`src/hw/rtl/sha256_pkg.sv`:
```
// Types, operation codes, round constants and round functions of the SHA-256 hasher.
// Depends on nothing; used by the top level.
package sha256_pkg;

   typedef enum logic [1:0] {
      OP_ABSORB     = 2'd0,
      OP_ABSORB_FIN = 2'd1,
      OP_FINISH     = 2'd2
   } op_type;

   typedef enum logic [2:0] {
      ST_IDLE,
      ST_PAD,
      ST_ROUND,
      ST_ADD,
      ST_OUT
   } state_type;

   localparam logic [7:0] PAD_MARK = 8'h80;
   localparam logic [5:0] LEN_OFFSET = 6'd56;
   localparam logic [5:0] LAST_SLOT = 6'd63;
   localparam logic [5:0] LAST_ROUND = 6'd63;
   localparam logic [2:0] LAST_WORD = 3'd7;

   localparam logic [31:0] INIT_H [0:7] = '{
      32'h6a09e667, 32'hbb67ae85, 32'h3c6ef372, 32'ha54ff53a,
      32'h510e527f, 32'h9b05688c, 32'h1f83d9ab, 32'h5be0cd19};

   localparam logic [31:0] ROUND_K [0:63] = '{
      32'h428a2f98, 32'h71374491, 32'hb5c0fbcf, 32'he9b5dba5, 32'h3956c25b, 32'h59f111f1,
      32'h923f82a4, 32'hab1c5ed5, 32'hd807aa98, 32'h12835b01, 32'h243185be, 32'h550c7dc3,
      32'h72be5d74, 32'h80deb1fe, 32'h9bdc06a7, 32'hc19bf174, 32'he49b69c1, 32'hefbe4786,
      32'h0fc19dc6, 32'h240ca1cc, 32'h2de92c6f, 32'h4a7484aa, 32'h5cb0a9dc, 32'h76f988da,
      32'h983e5152, 32'ha831c66d, 32'hb00327c8, 32'hbf597fc7, 32'hc6e00bf3, 32'hd5a79147,
      32'h06ca6351, 32'h14292967, 32'h27b70a85, 32'h2e1b2138, 32'h4d2c6dfc, 32'h53380d13,
      32'h650a7354, 32'h766a0abb, 32'h81c2c92e, 32'h92722c85, 32'ha2bfe8a1, 32'ha81a664b,
      32'hc24b8b70, 32'hc76c51a3, 32'hd192e819, 32'hd6990624, 32'hf40e3585, 32'h106aa070,
      32'h19a4c116, 32'h1e376c08, 32'h2748774c, 32'h34b0bcb5, 32'h391c0cb3, 32'h4ed8aa4a,
      32'h5b9cca4f, 32'h682e6ff3, 32'h748f82ee, 32'h78a5636f, 32'h84c87814, 32'h8cc70208,
      32'h90befffa, 32'ha4506ceb, 32'hbef9a3f7, 32'hc67178f2};

   function automatic logic [31:0] big_sigma0(input logic [31:0] x);
      return {x[1:0], x[31:2]} ^ {x[12:0], x[31:13]} ^ {x[21:0], x[31:22]};
   endfunction

   function automatic logic [31:0] big_sigma1(input logic [31:0] x);
      return {x[5:0], x[31:6]} ^ {x[10:0], x[31:11]} ^ {x[24:0], x[31:25]};
   endfunction

   function automatic logic [31:0] small_sigma0(input logic [31:0] x);
      return {x[6:0], x[31:7]} ^ {x[17:0], x[31:18]} ^ {3'd0, x[31:3]};
   endfunction

   function automatic logic [31:0] small_sigma1(input logic [31:0] x);
      return {x[16:0], x[31:17]} ^ {x[18:0], x[31:19]} ^ {10'd0, x[31:10]};
   endfunction

endpackage

```
`src/hw/rtl/sha256_byte_stream_hasher_top.sv`:
```
// SHA-256 hasher over a byte stream: block window, one-round-per-cycle compression, digest output.
// Depends on sha256_pkg.
//
//   channel | dir | tdata                          | tuser     | tlast
//   req     | in  | data_byte[7:0]                 | operation | -
//   rsp     | out | digest_word[31:0], word_index  | -         | last_word
//
// An absorbed byte enters the block window; a byte that fills a 64-byte block then runs
// 64 rounds through the single round unit, then the chaining add.
// A finish pushes padding bytes one per cycle except while a full block is compressed, compresses
// one or two blocks, then shows eight digest items, one per cycle unless rsp_tready stalls them.
// req_tready is high only while the sequencer is idle. Reset is synchronous and restores
// the initial hash values, a zero bit count and an empty block.
module sha256_byte_stream_hasher_top (
   input  logic        clock,
   input  logic        reset,
   input  logic        req_tvalid,
   output logic        req_tready,
   input  logic [7:0]  req_tdata,   // [7:0] data_byte
   input  logic [1:0]  req_tuser,   // [1:0] operation
   output logic        rsp_tvalid,
   input  logic        rsp_tready,
   output logic [39:0] rsp_tdata,   // [31:0] digest_word, [34:32] word_index, rest zero
   output logic        rsp_tlast    // last_word
);

   sha256_pkg::state_type state_ff, state_in;
   logic [5:0]  fill_ff, fill_in;
   logic [63:0] bits_ff, bits_in;
   logic [31:0] chain_ff [0:7];
   logic [31:0] chain_in [0:7];
   logic [31:0] v_ff [0:7];
   logic [31:0] v_in [0:7];
   logic [31:0] w_ff [0:15];
   logic [31:0] w_in [0:15];
   logic [5:0]  rnd_ff, rnd_in;
   logic        fin_ff, fin_in;
   logic        mark_ff, mark_in;
   logic        lenph_ff, lenph_in;
   logic [2:0]  oidx_ff, oidx_in;

   logic        push_en;
   logic [7:0]  push_byte;
   logic [7:0]  len_byte;
   logic        use_len;
   logic [31:0] t1, t2, w_new;
   logic [63:0] len_shift;
   logic        req_acc, rsp_acc;

   assign req_acc = req_tvalid && req_tready;
   assign rsp_acc = rsp_tvalid && rsp_tready;

   // Length bytes go out most significant first while the fill runs 56..63.
   assign len_shift = bits_ff >> {~fill_ff[2:0], 3'b000};
   assign len_byte = len_shift[7:0];
   assign use_len = lenph_ff || (!mark_ff && fill_ff == sha256_pkg::LEN_OFFSET);

   assign t1 = v_ff[7] + sha256_pkg::big_sigma1(v_ff[4])
             + ((v_ff[4] & v_ff[5]) ^ (~v_ff[4] & v_ff[6]))
             + sha256_pkg::ROUND_K[rnd_ff] + w_ff[0];
   assign t2 = sha256_pkg::big_sigma0(v_ff[0])
             + ((v_ff[0] & v_ff[1]) ^ (v_ff[0] & v_ff[2]) ^ (v_ff[1] & v_ff[2]));
   assign w_new = w_ff[0] + sha256_pkg::small_sigma0(w_ff[1]) + w_ff[9]
                + sha256_pkg::small_sigma1(w_ff[14]);

   assign rsp_tdata = {5'd0, oidx_ff, chain_ff[oidx_ff]};
   assign rsp_tlast = (oidx_ff == sha256_pkg::LAST_WORD);

   always_comb begin
      state_in = state_ff;
      fill_in = fill_ff;
      bits_in = bits_ff;
      chain_in = chain_ff;
      v_in = v_ff;
      w_in = w_ff;
      rnd_in = rnd_ff;
      fin_in = fin_ff;
      mark_in = mark_ff;
      lenph_in = lenph_ff;
      oidx_in = oidx_ff;
      push_en = 1'b0;
      push_byte = req_tdata;
      req_tready = 1'b0;
      rsp_tvalid = 1'b0;

      unique case (state_ff)
         sha256_pkg::ST_IDLE: begin
            req_tready = 1'b1;
            if (req_acc) begin
               unique case (req_tuser)
                  sha256_pkg::OP_ABSORB, sha256_pkg::OP_ABSORB_FIN: begin
                     push_en = 1'b1;
                     bits_in = bits_ff + 64'd8;
                     fin_in = (req_tuser == sha256_pkg::OP_ABSORB_FIN);
                     mark_in = 1'b1;
                     lenph_in = 1'b0;
                     state_in = (req_tuser == sha256_pkg::OP_ABSORB_FIN) ?
                                sha256_pkg::ST_PAD : sha256_pkg::ST_IDLE;
                  end
                  sha256_pkg::OP_FINISH: begin
                     fin_in = 1'b1;
                     mark_in = 1'b1;
                     lenph_in = 1'b0;
                     state_in = sha256_pkg::ST_PAD;
                  end
                  default: begin
                  end
               endcase
            end
         end
         sha256_pkg::ST_PAD: begin
            push_en = 1'b1;
            push_byte = mark_ff ? sha256_pkg::PAD_MARK : (use_len ? len_byte : 8'd0);
            mark_in = 1'b0;
            lenph_in = !mark_ff && use_len;
         end
         sha256_pkg::ST_ROUND: begin
            for (int i = 0; i < 15; i++) w_in[i] = w_ff[i + 1];
            w_in[15] = w_new;
            v_in[7] = v_ff[6];
            v_in[6] = v_ff[5];
            v_in[5] = v_ff[4];
            v_in[4] = v_ff[3] + t1;
            v_in[3] = v_ff[2];
            v_in[2] = v_ff[1];
            v_in[1] = v_ff[0];
            v_in[0] = t1 + t2;
            rnd_in = rnd_ff + 6'd1;
            if (rnd_ff == sha256_pkg::LAST_ROUND) state_in = sha256_pkg::ST_ADD;
         end
         sha256_pkg::ST_ADD: begin
            for (int i = 0; i < 8; i++) chain_in[i] = chain_ff[i] + v_ff[i];
            // A block compressed after the length bytes is the final one.
            if (!fin_ff) state_in = sha256_pkg::ST_IDLE;
            else if (lenph_ff) state_in = sha256_pkg::ST_OUT;
            else state_in = sha256_pkg::ST_PAD;
         end
         sha256_pkg::ST_OUT: begin
            rsp_tvalid = 1'b1;
            if (rsp_acc) begin
               oidx_in = oidx_ff + 3'd1;
               if (oidx_ff == sha256_pkg::LAST_WORD) begin
                  chain_in = sha256_pkg::INIT_H;
                  fill_in = 6'd0;
                  bits_in = 64'd0;
                  fin_in = 1'b0;
                  lenph_in = 1'b0;
                  state_in = sha256_pkg::ST_IDLE;
               end
            end
         end
         default: state_in = sha256_pkg::ST_IDLE;
      endcase

      // The block window shifts one byte in; a full window starts the rounds.
      if (push_en) begin
         for (int i = 0; i < 15; i++) w_in[i] = {w_ff[i][23:0], w_ff[i + 1][31:24]};
         w_in[15] = {w_ff[15][23:0], push_byte};
         fill_in = fill_ff + 6'd1;
         if (fill_ff == sha256_pkg::LAST_SLOT) begin
            v_in = chain_ff;
            rnd_in = 6'd0;
            state_in = sha256_pkg::ST_ROUND;
         end
      end
   end

   always_ff @(posedge clock) begin
      if (reset) begin
         state_ff <= sha256_pkg::ST_IDLE;
         fill_ff <= 6'd0;
         bits_ff <= 64'd0;
         chain_ff <= sha256_pkg::INIT_H;
         rnd_ff <= 6'd0;
         fin_ff <= 1'b0;
         mark_ff <= 1'b0;
         lenph_ff <= 1'b0;
         oidx_ff <= 3'd0;
      end else begin
         state_ff <= state_in;
         fill_ff <= fill_in;
         bits_ff <= bits_in;
         chain_ff <= chain_in;
         rnd_ff <= rnd_in;
         fin_ff <= fin_in;
         mark_ff <= mark_in;
         lenph_ff <= lenph_in;
         oidx_ff <= oidx_in;
      end
   end

   always_ff @(posedge clock) begin
      v_ff <= v_in;
      w_ff <= w_in;
   end

endmodule

```
`config.mk`:
```
export PLATFORM = sky130hd
export DESIGN_NAME = sha256_byte_stream_hasher_top
export DESIGN_NICKNAME = d
export VERILOG_FILES = /design/src/hw/rtl/sha256_pkg.sv /design/src/hw/rtl/sha256_byte_stream_hasher_top.sv
export SDC_FILE = /design/constraint.sdc
export NUM_CORES = 2
export LEC_CHECK = 0
export ABC_CLOCK_PERIOD_IN_PS = 21600
export BUFFER_PORTS_ARGS = -buffer_cell sky130_fd_sc_hd__buf_4
export CAP_MARGIN = 25
export CELL_PAD_IN_SITES_DETAIL_PLACEMENT = 1
export CELL_PAD_IN_SITES_GLOBAL_PLACEMENT = 1
export CORE_MARGIN = 8
export CORE_UTILIZATION = 54
export CTS_CLUSTER_DIAMETER = 100
export DETAILED_ROUTE_END_ITERATION = 10
export PLACE_DENSITY_LB_ADDON = 0.1
export SYNTH_ARGS = -nofsm -noshare
export SYNTH_HDL_FRONTEND = slang
export SYNTH_SLANG_ARGS = --single-unit
export TNS_END_PERCENT = 100
```
`constraint.sdc`:
```
create_clock -name clock -period 21.6 [get_ports clock]
set_input_delay 0 -clock clock [delete_from_list [all_inputs] [get_ports clock]]
set_output_delay 0 -clock clock [all_outputs]
set_load 0.1 [all_outputs]
```
-- Word-level counts from Yosys, hierarchy flattened
Memories as Yosys holds them, arrays and structs flattened.
Cells that the tools add are included.
W data, S select, Z words.
- word-level logic and storage cells: 182
- memory bits (read-only): 2048
- register bits after elaboration: 1109
- memories kept: 1
- order comparisons: 2
- reduce and logical (&&, ||, !) cells: 25
- shift operators: 1
- $add $sub $neg: 22
- bitwise operators: 20
- multiplexer cells: 55
- eq/ne operators: 16
- memory list (memory ; depth ; width ; rd ports ; clocked after memory_dff ; write ports ; RTL line ; text):
    (no name shown) ; 64 ; 32 ; 1 ; 0 ; 0 ; sha256_byte_stream_hasher_top.sv:60 ; + sha256_pkg::ROUND_K[rnd_ff] + w_ff[0];
- operators with widths (operator ; number):
    $mux W256 ; 5
    $mux W512 ; 2
    $add A32 B32 Y32 ; 18
    $pmux W256 S2 ; 1
    $xor A32 B32 Y32 ; 9
    $mux W64 ; 4
    $and A32 B32 Y32 ; 5
    $mux W32 ; 4
    $pmux W64 S2 ; 1
    $bmux W32 S3 ; 1
    $add A64 B4 Y64 const B ; 1
    $shr A64 B6 Y8 ; 1
    $mux W6 ; 7
    $not A32 Y32 ; 1
    $xor A32 B22 Y32 ; 1
    $xor A32 B29 Y32 ; 1
    $mux W3 ; 8
    $mux W8 ; 3
    $eq A6 B6 Y1 const B ; 3
    $pmux W3 S5 ; 1
    $reduce_and A5 Y1 ; 3
    $reduce_bool A2 Y1 ; 7
    $add A6 B1 Y6 const B ; 2
    $mux W1 ; 12
    26 further kinds ; 40

-- Depth between registers and ports, before layout
- word-level depth: 10
- depth in mapped cells: 41
- mapped depth without buffers: 39

-- Worst setup path before layout
OpenSTA, ideal clock, no wires.
- kind: register to register
- start point: register state_ff[1]
- end point: register w_ff[0] (netlist name), enable pin
- library setup time: 3.640 ns
- period minus slack after synthesis: 13.249 ns
- arrival: 9.610 ns
- slack: 8.351 ns
- stages on the path, launching flop included: 7
- cells stage by stage: dfxtp_1 clkbuf_1 nor2_1 o21ai_1 clkbuf_1 buf_1 nand2_1
- word-level cells in the longest chain between the ends: 6
- elaborated cells on any way between the ends: 8
- classes of those cells: eq/ne: 2; mux: 3; reduce/logical: 3
- ends and longest elaborated chain (element ; RTL line ; text):
    start, declared ; sha256_byte_stream_hasher_top.sv:27 ; sha256_pkg::state_type state_ff, state_in;
    start signal, assigned ; sha256_byte_stream_hasher_top.sv:170 ; state_ff <= sha256_pkg::ST_IDLE;
    start signal, assigned ; sha256_byte_stream_hasher_top.sv:180 ; state_ff <= state_in;
    $logic_not A3 Y1 ; sha256_byte_stream_hasher_top.sv:86 ; unique case (state_ff)
    $mux W1 ; sha256_byte_stream_hasher_top.sv:86 ;
    $logic_and A1 B1 Y1 ; sha256_byte_stream_hasher_top.sv:50 ; assign req_acc = req_tvalid && req_tready;
    $mux W1 ; sha256_byte_stream_hasher_top.sv:89 ; if (req_acc) begin
    $pmux W1 S2 ; sha256_byte_stream_hasher_top.sv:86 ;
    $reduce_bool A2 Y1 (no line) (*) ; n/a ;
    end signal, assigned ; sha256_byte_stream_hasher_top.sv:194 ; w_ff <= w_in;
    end, declared ; sha256_byte_stream_hasher_top.sv:34 ; logic [31:0] w_ff [0:15];
Mark *: on every way between the ends. The rest lies on a longest branch, timed or not.
A chain may end at the register's enable or synchronous reset.

==> flow_metrics.env <==
export IMPL_synthDistinctLibCells=107
export IMPL_cts_max_level=4
export IMPL_p_leak_nw=34.3
export IMPL_via_count=64700
export IMPL_fin_nets=8922
export IMPL_dr_pass1_iters=6
export IMPL_period_share_pct=44.5
export IMPL_postCtsSetupBuffers=0
export IMPL_fmax_mhz=104
export IMPL_grt_max_degree=219
export IMPL_rsz0062_at_grt="no"
export IMPL_fp_dieH_um=385
export IMPL_crit_arrival_ns=10.33
export IMPL_setup_viol=0
export IMPL_fin_area_um2=79800
export IMPL_wire_per_inst_um=26.9
export IMPL_drive_gt1_share_pct=6.81
export IMPL_power_density_nw_per_um2=95.4
export IMPL_start_util_pct=54.3
export IMPL_synth_warning_count=0
export IMPL_rows=135
export IMPL_synth_top_area_share_pct=20.9
export IMPL_cts_sinks=1106
export IMPL_synthTopCellsByArea="edfxtp_1 (21%), dfxtp_1 (16%), nand2_1 (8.4%)"
export IMPL_clock_path_buffers=3
export IMPL_synth_flop_cell="dfxtp_1"
export IMPL_drt_initial_drc_count=6134
export IMPL_antenna_found_initial=7
export IMPL_status="completed"
export IMPL_syn_to_final_growth_pct=8.54
export IMPL_routabilityCongestion=0.986
export IMPL_holdBufCountCts=15
export IMPL_cts_tree="built"
export IMPL_fp_coreArea_um2=135000
export IMPL_dpl_cell_area_um2=75000
export IMPL_crit_top_cell="a21oi_1"
export IMPL_final_setup_tns_ns=0
export IMPL_post_cts_resized=0
export IMPL_vias_per_cell=6.35
export IMPL_final_antenna_net_count=0
export IMPL_yosysSeqAreaShare_pct=37.1
export IMPL_synth_edf_count=512
export IMPL_wl_um=275000
export IMPL_slowest_delay_ns=0.72
export IMPL_hold_violations=0
export IMPL_nFillCells=15700
export IMPL_slew_limit_headroom_pct=25.3
export IMPL_netlist_instances=8520
export IMPL_grt_pass1_wl_um=412000
export IMPL_drc=0
export IMPL_worst_clock_skew_ns=0.0582
export IMPL_dieArea_um2=148000
export IMPL_finalPower_mw=7.61
export IMPL_grt_overflow=0
export IMPL_grt_pass1_vias=67100
export IMPL_ir_drop_mv=0.0857
export IMPL_min_path_type="input port to flop"
export IMPL_io_pins=57
export IMPL_syn_avg_cell_area_um2=8.63
export IMPL_cp_end_kind="flop"
export IMPL_tightest_slew_ns=1.12
export IMPL_layout_setup_ws_ns=11.98
export IMPL_fp_dieW_um=385
export IMPL_synth_top_area_cell="edfxtp_1"
export IMPL_async_reset_ff_share_pct=0
export IMPL_crit_family="compound AO/OA/AOI/OAI gates"
export IMPL_grt_util_all_layers_pct=36.0
export IMPL_cp_slowest_cell="dfxtp_1"
export IMPL_cts_root_buf="clkbuf_16"
export IMPL_path_clk_slew_ns=0.06
export IMPL_cp_buffers_inverters=4
export IMPL_crit_fanout=16
export IMPL_hpwl_um=199000
export IMPL_setup_worst_path_start_class="flop"
export IMPL_clock_latency_ns=0.81
export IMPL_whs_ns=0.0983
export IMPL_required_ns=22.31
export IMPL_crit_type="flop to flop"
export IMPL_post_route_min_period_ns=9.62
export IMPL_port_buffers=51
export IMPL_drv_slew=0
export IMPL_maxCapViolCount=0
export IMPL_cts_made_buffers=132
export IMPL_ys_ff_latch=1106
export IMPL_post_place_ws_ns=12.29
export IMPL_synthesis_area_um2=73500
==> synthesized netlist by cell type (14+ instances only) <==
master    number
o21ai_0      434
a22oi_1       70
o31ai_1       25
o211ai_1      34
nor2b_1       51
or3_1         31
dfxtp_1      594
nand4_1       29
a221oi_1      20
clkbuf_1     449
a211oi_1      52
o21a_1        45
or2_2         15
nand2_1     1649
nor3_1        84
and2_1        20
buf_1         51
a21o_1       189
o22ai_1      274
mux4_2        85
nor2_1       813
o21bai_1      59
a21oi_1      519
a31oi_1       42
mux2i_1       16
fa_1         195
nand3_1       99
xnor2_1      336
edfxtp_1     512
a21boi_0      16
and3_1        56
a221o_1       14
ha_1         408
inv_1        491
mux2_2        66
nand2b_1     139
xor2_1       291
==> through the flow <==
stage	instances	util, %
after floorplan	8524	-
final	10200	59.0
after global routing	10200	59.0
after detailed placement	9933	55.5
after global placement	9930	55.4
after CTS	10200	58.9
==> placed cells by master (no fill, tap or decap), types with 70 or more instances in the layout <==
| cell | instances |
|---|---|
| nand2_1 | 1646 |
| nor2_1 | 810 |
| dfxtp_1 | 587 |
| a21oi_1 | 519 |
| edfxtp_1 | 512 |
| inv_1 | 490 |
| o21ai_0 | 434 |
| ha_1 | 408 |
| xnor2_1 | 336 |
| xor2_1 | 291 |
| o22ai_1 | 274 |
| fa_1 | 195 |
| a21o_1 | 189 |
| nand2b_1 | 138 |
| clkbuf_16 | 134 |
| buf_4 | 130 |
| nand3_1 | 98 |
| mux4_2 | 85 |
| nor3_1 | 84 |
| a22oi_1 | 70 |
==> cell type report <==
| class | count | area [um^2] | share of cell area (%) |
|---|---|---|---|
| Clock buffer | 187 | 3750 | 4.70 |
| Timing Repair Buffer | 156 | 1350 | 1.69 |
| Tap cell | 1781 | 2230 | 2.79 |
| Multi-Input combinational cell | 6416 | 42600 | 53.4 |
| Antenna cell | 1 | 2.50 | 0.00314 |
| Clock inverter | 58 | 766 | 0.959 |
| Inverter | 493 | 1850 | 2.32 |
| Sequential cell | 1106 | 27300 | 34.2 |
==> worst min-delay path, delay by kind of cell <==
kind / cells / cell delay [ns]
AO/OA/AOI/OAI: 1 / 0.06
buffers and inverters: 2 / 0.70
AND/OR/NAND/NOR: 1 / 0.08
==> path summary, 6_finish.rpt <==
path                      end  slack, ns  cells after the start        start
setup / recovery    v_ff[255]      11.98                     35    rnd_ff[1]
hold / removal     oidx_ff[2]        0.1                      4   rsp_tready
setup reg to reg    v_ff[255]      11.98                     35    rnd_ff[1]
hold reg to reg   bits_ff[62]       0.49                      2  bits_ff[62]
==> report_power, final <==
group | internal, mW | total [mW] | leakage (nW) | switching (mW)
Clock | 1.34 | 2.33 | 2.19 | 0.992
Combinational | 0.995 | 2.68 | 22.4 | 1.68
Sequential | 2.46 | 2.60 | 9.71 | 0.141
==> logic make-up (layout without fill, tap and decap cells) <==
logic type	after synthesis	in the layout	share of synthesized area, %
and+or+nand+nor	3047	3047	17.4
AOI/OAI and AO/OA	1963	1963	16.7
DFF	1106	1106	37.1
buffers and inverters	1002	894	5.17
xor gates and xnor gates	628	628	7.50
adders and majority gates	606	606	12.3
muxes	167	167	3.83
other	1	6	0.00510
==> metal layers <==
metal | vias up | part of all wire (%) | GRT usage (%)
li1 | 28900 | - | -
met1 | 32600 | 42 | 47.7
met2 | 2511 | 46 | 57.3
met3 | 638 | 8.1 | 7.27
met4 | 2 | 4.6 | 15.7
met5 | - | 0.0047 | 0
==> flip-flops by register name (all words and copies together) (netlist names) <==
register / flops
v_ff: 256
fin_ff: 1
w_ff: 512
rnd_ff: 6
state_ff: 3
oidx_ff: 3
fill_ff: 6
lenph_ff: 1
mark_ff: 1
bits_ff: 61
chain_ff: 256
(Power assumes the default switching activity.)
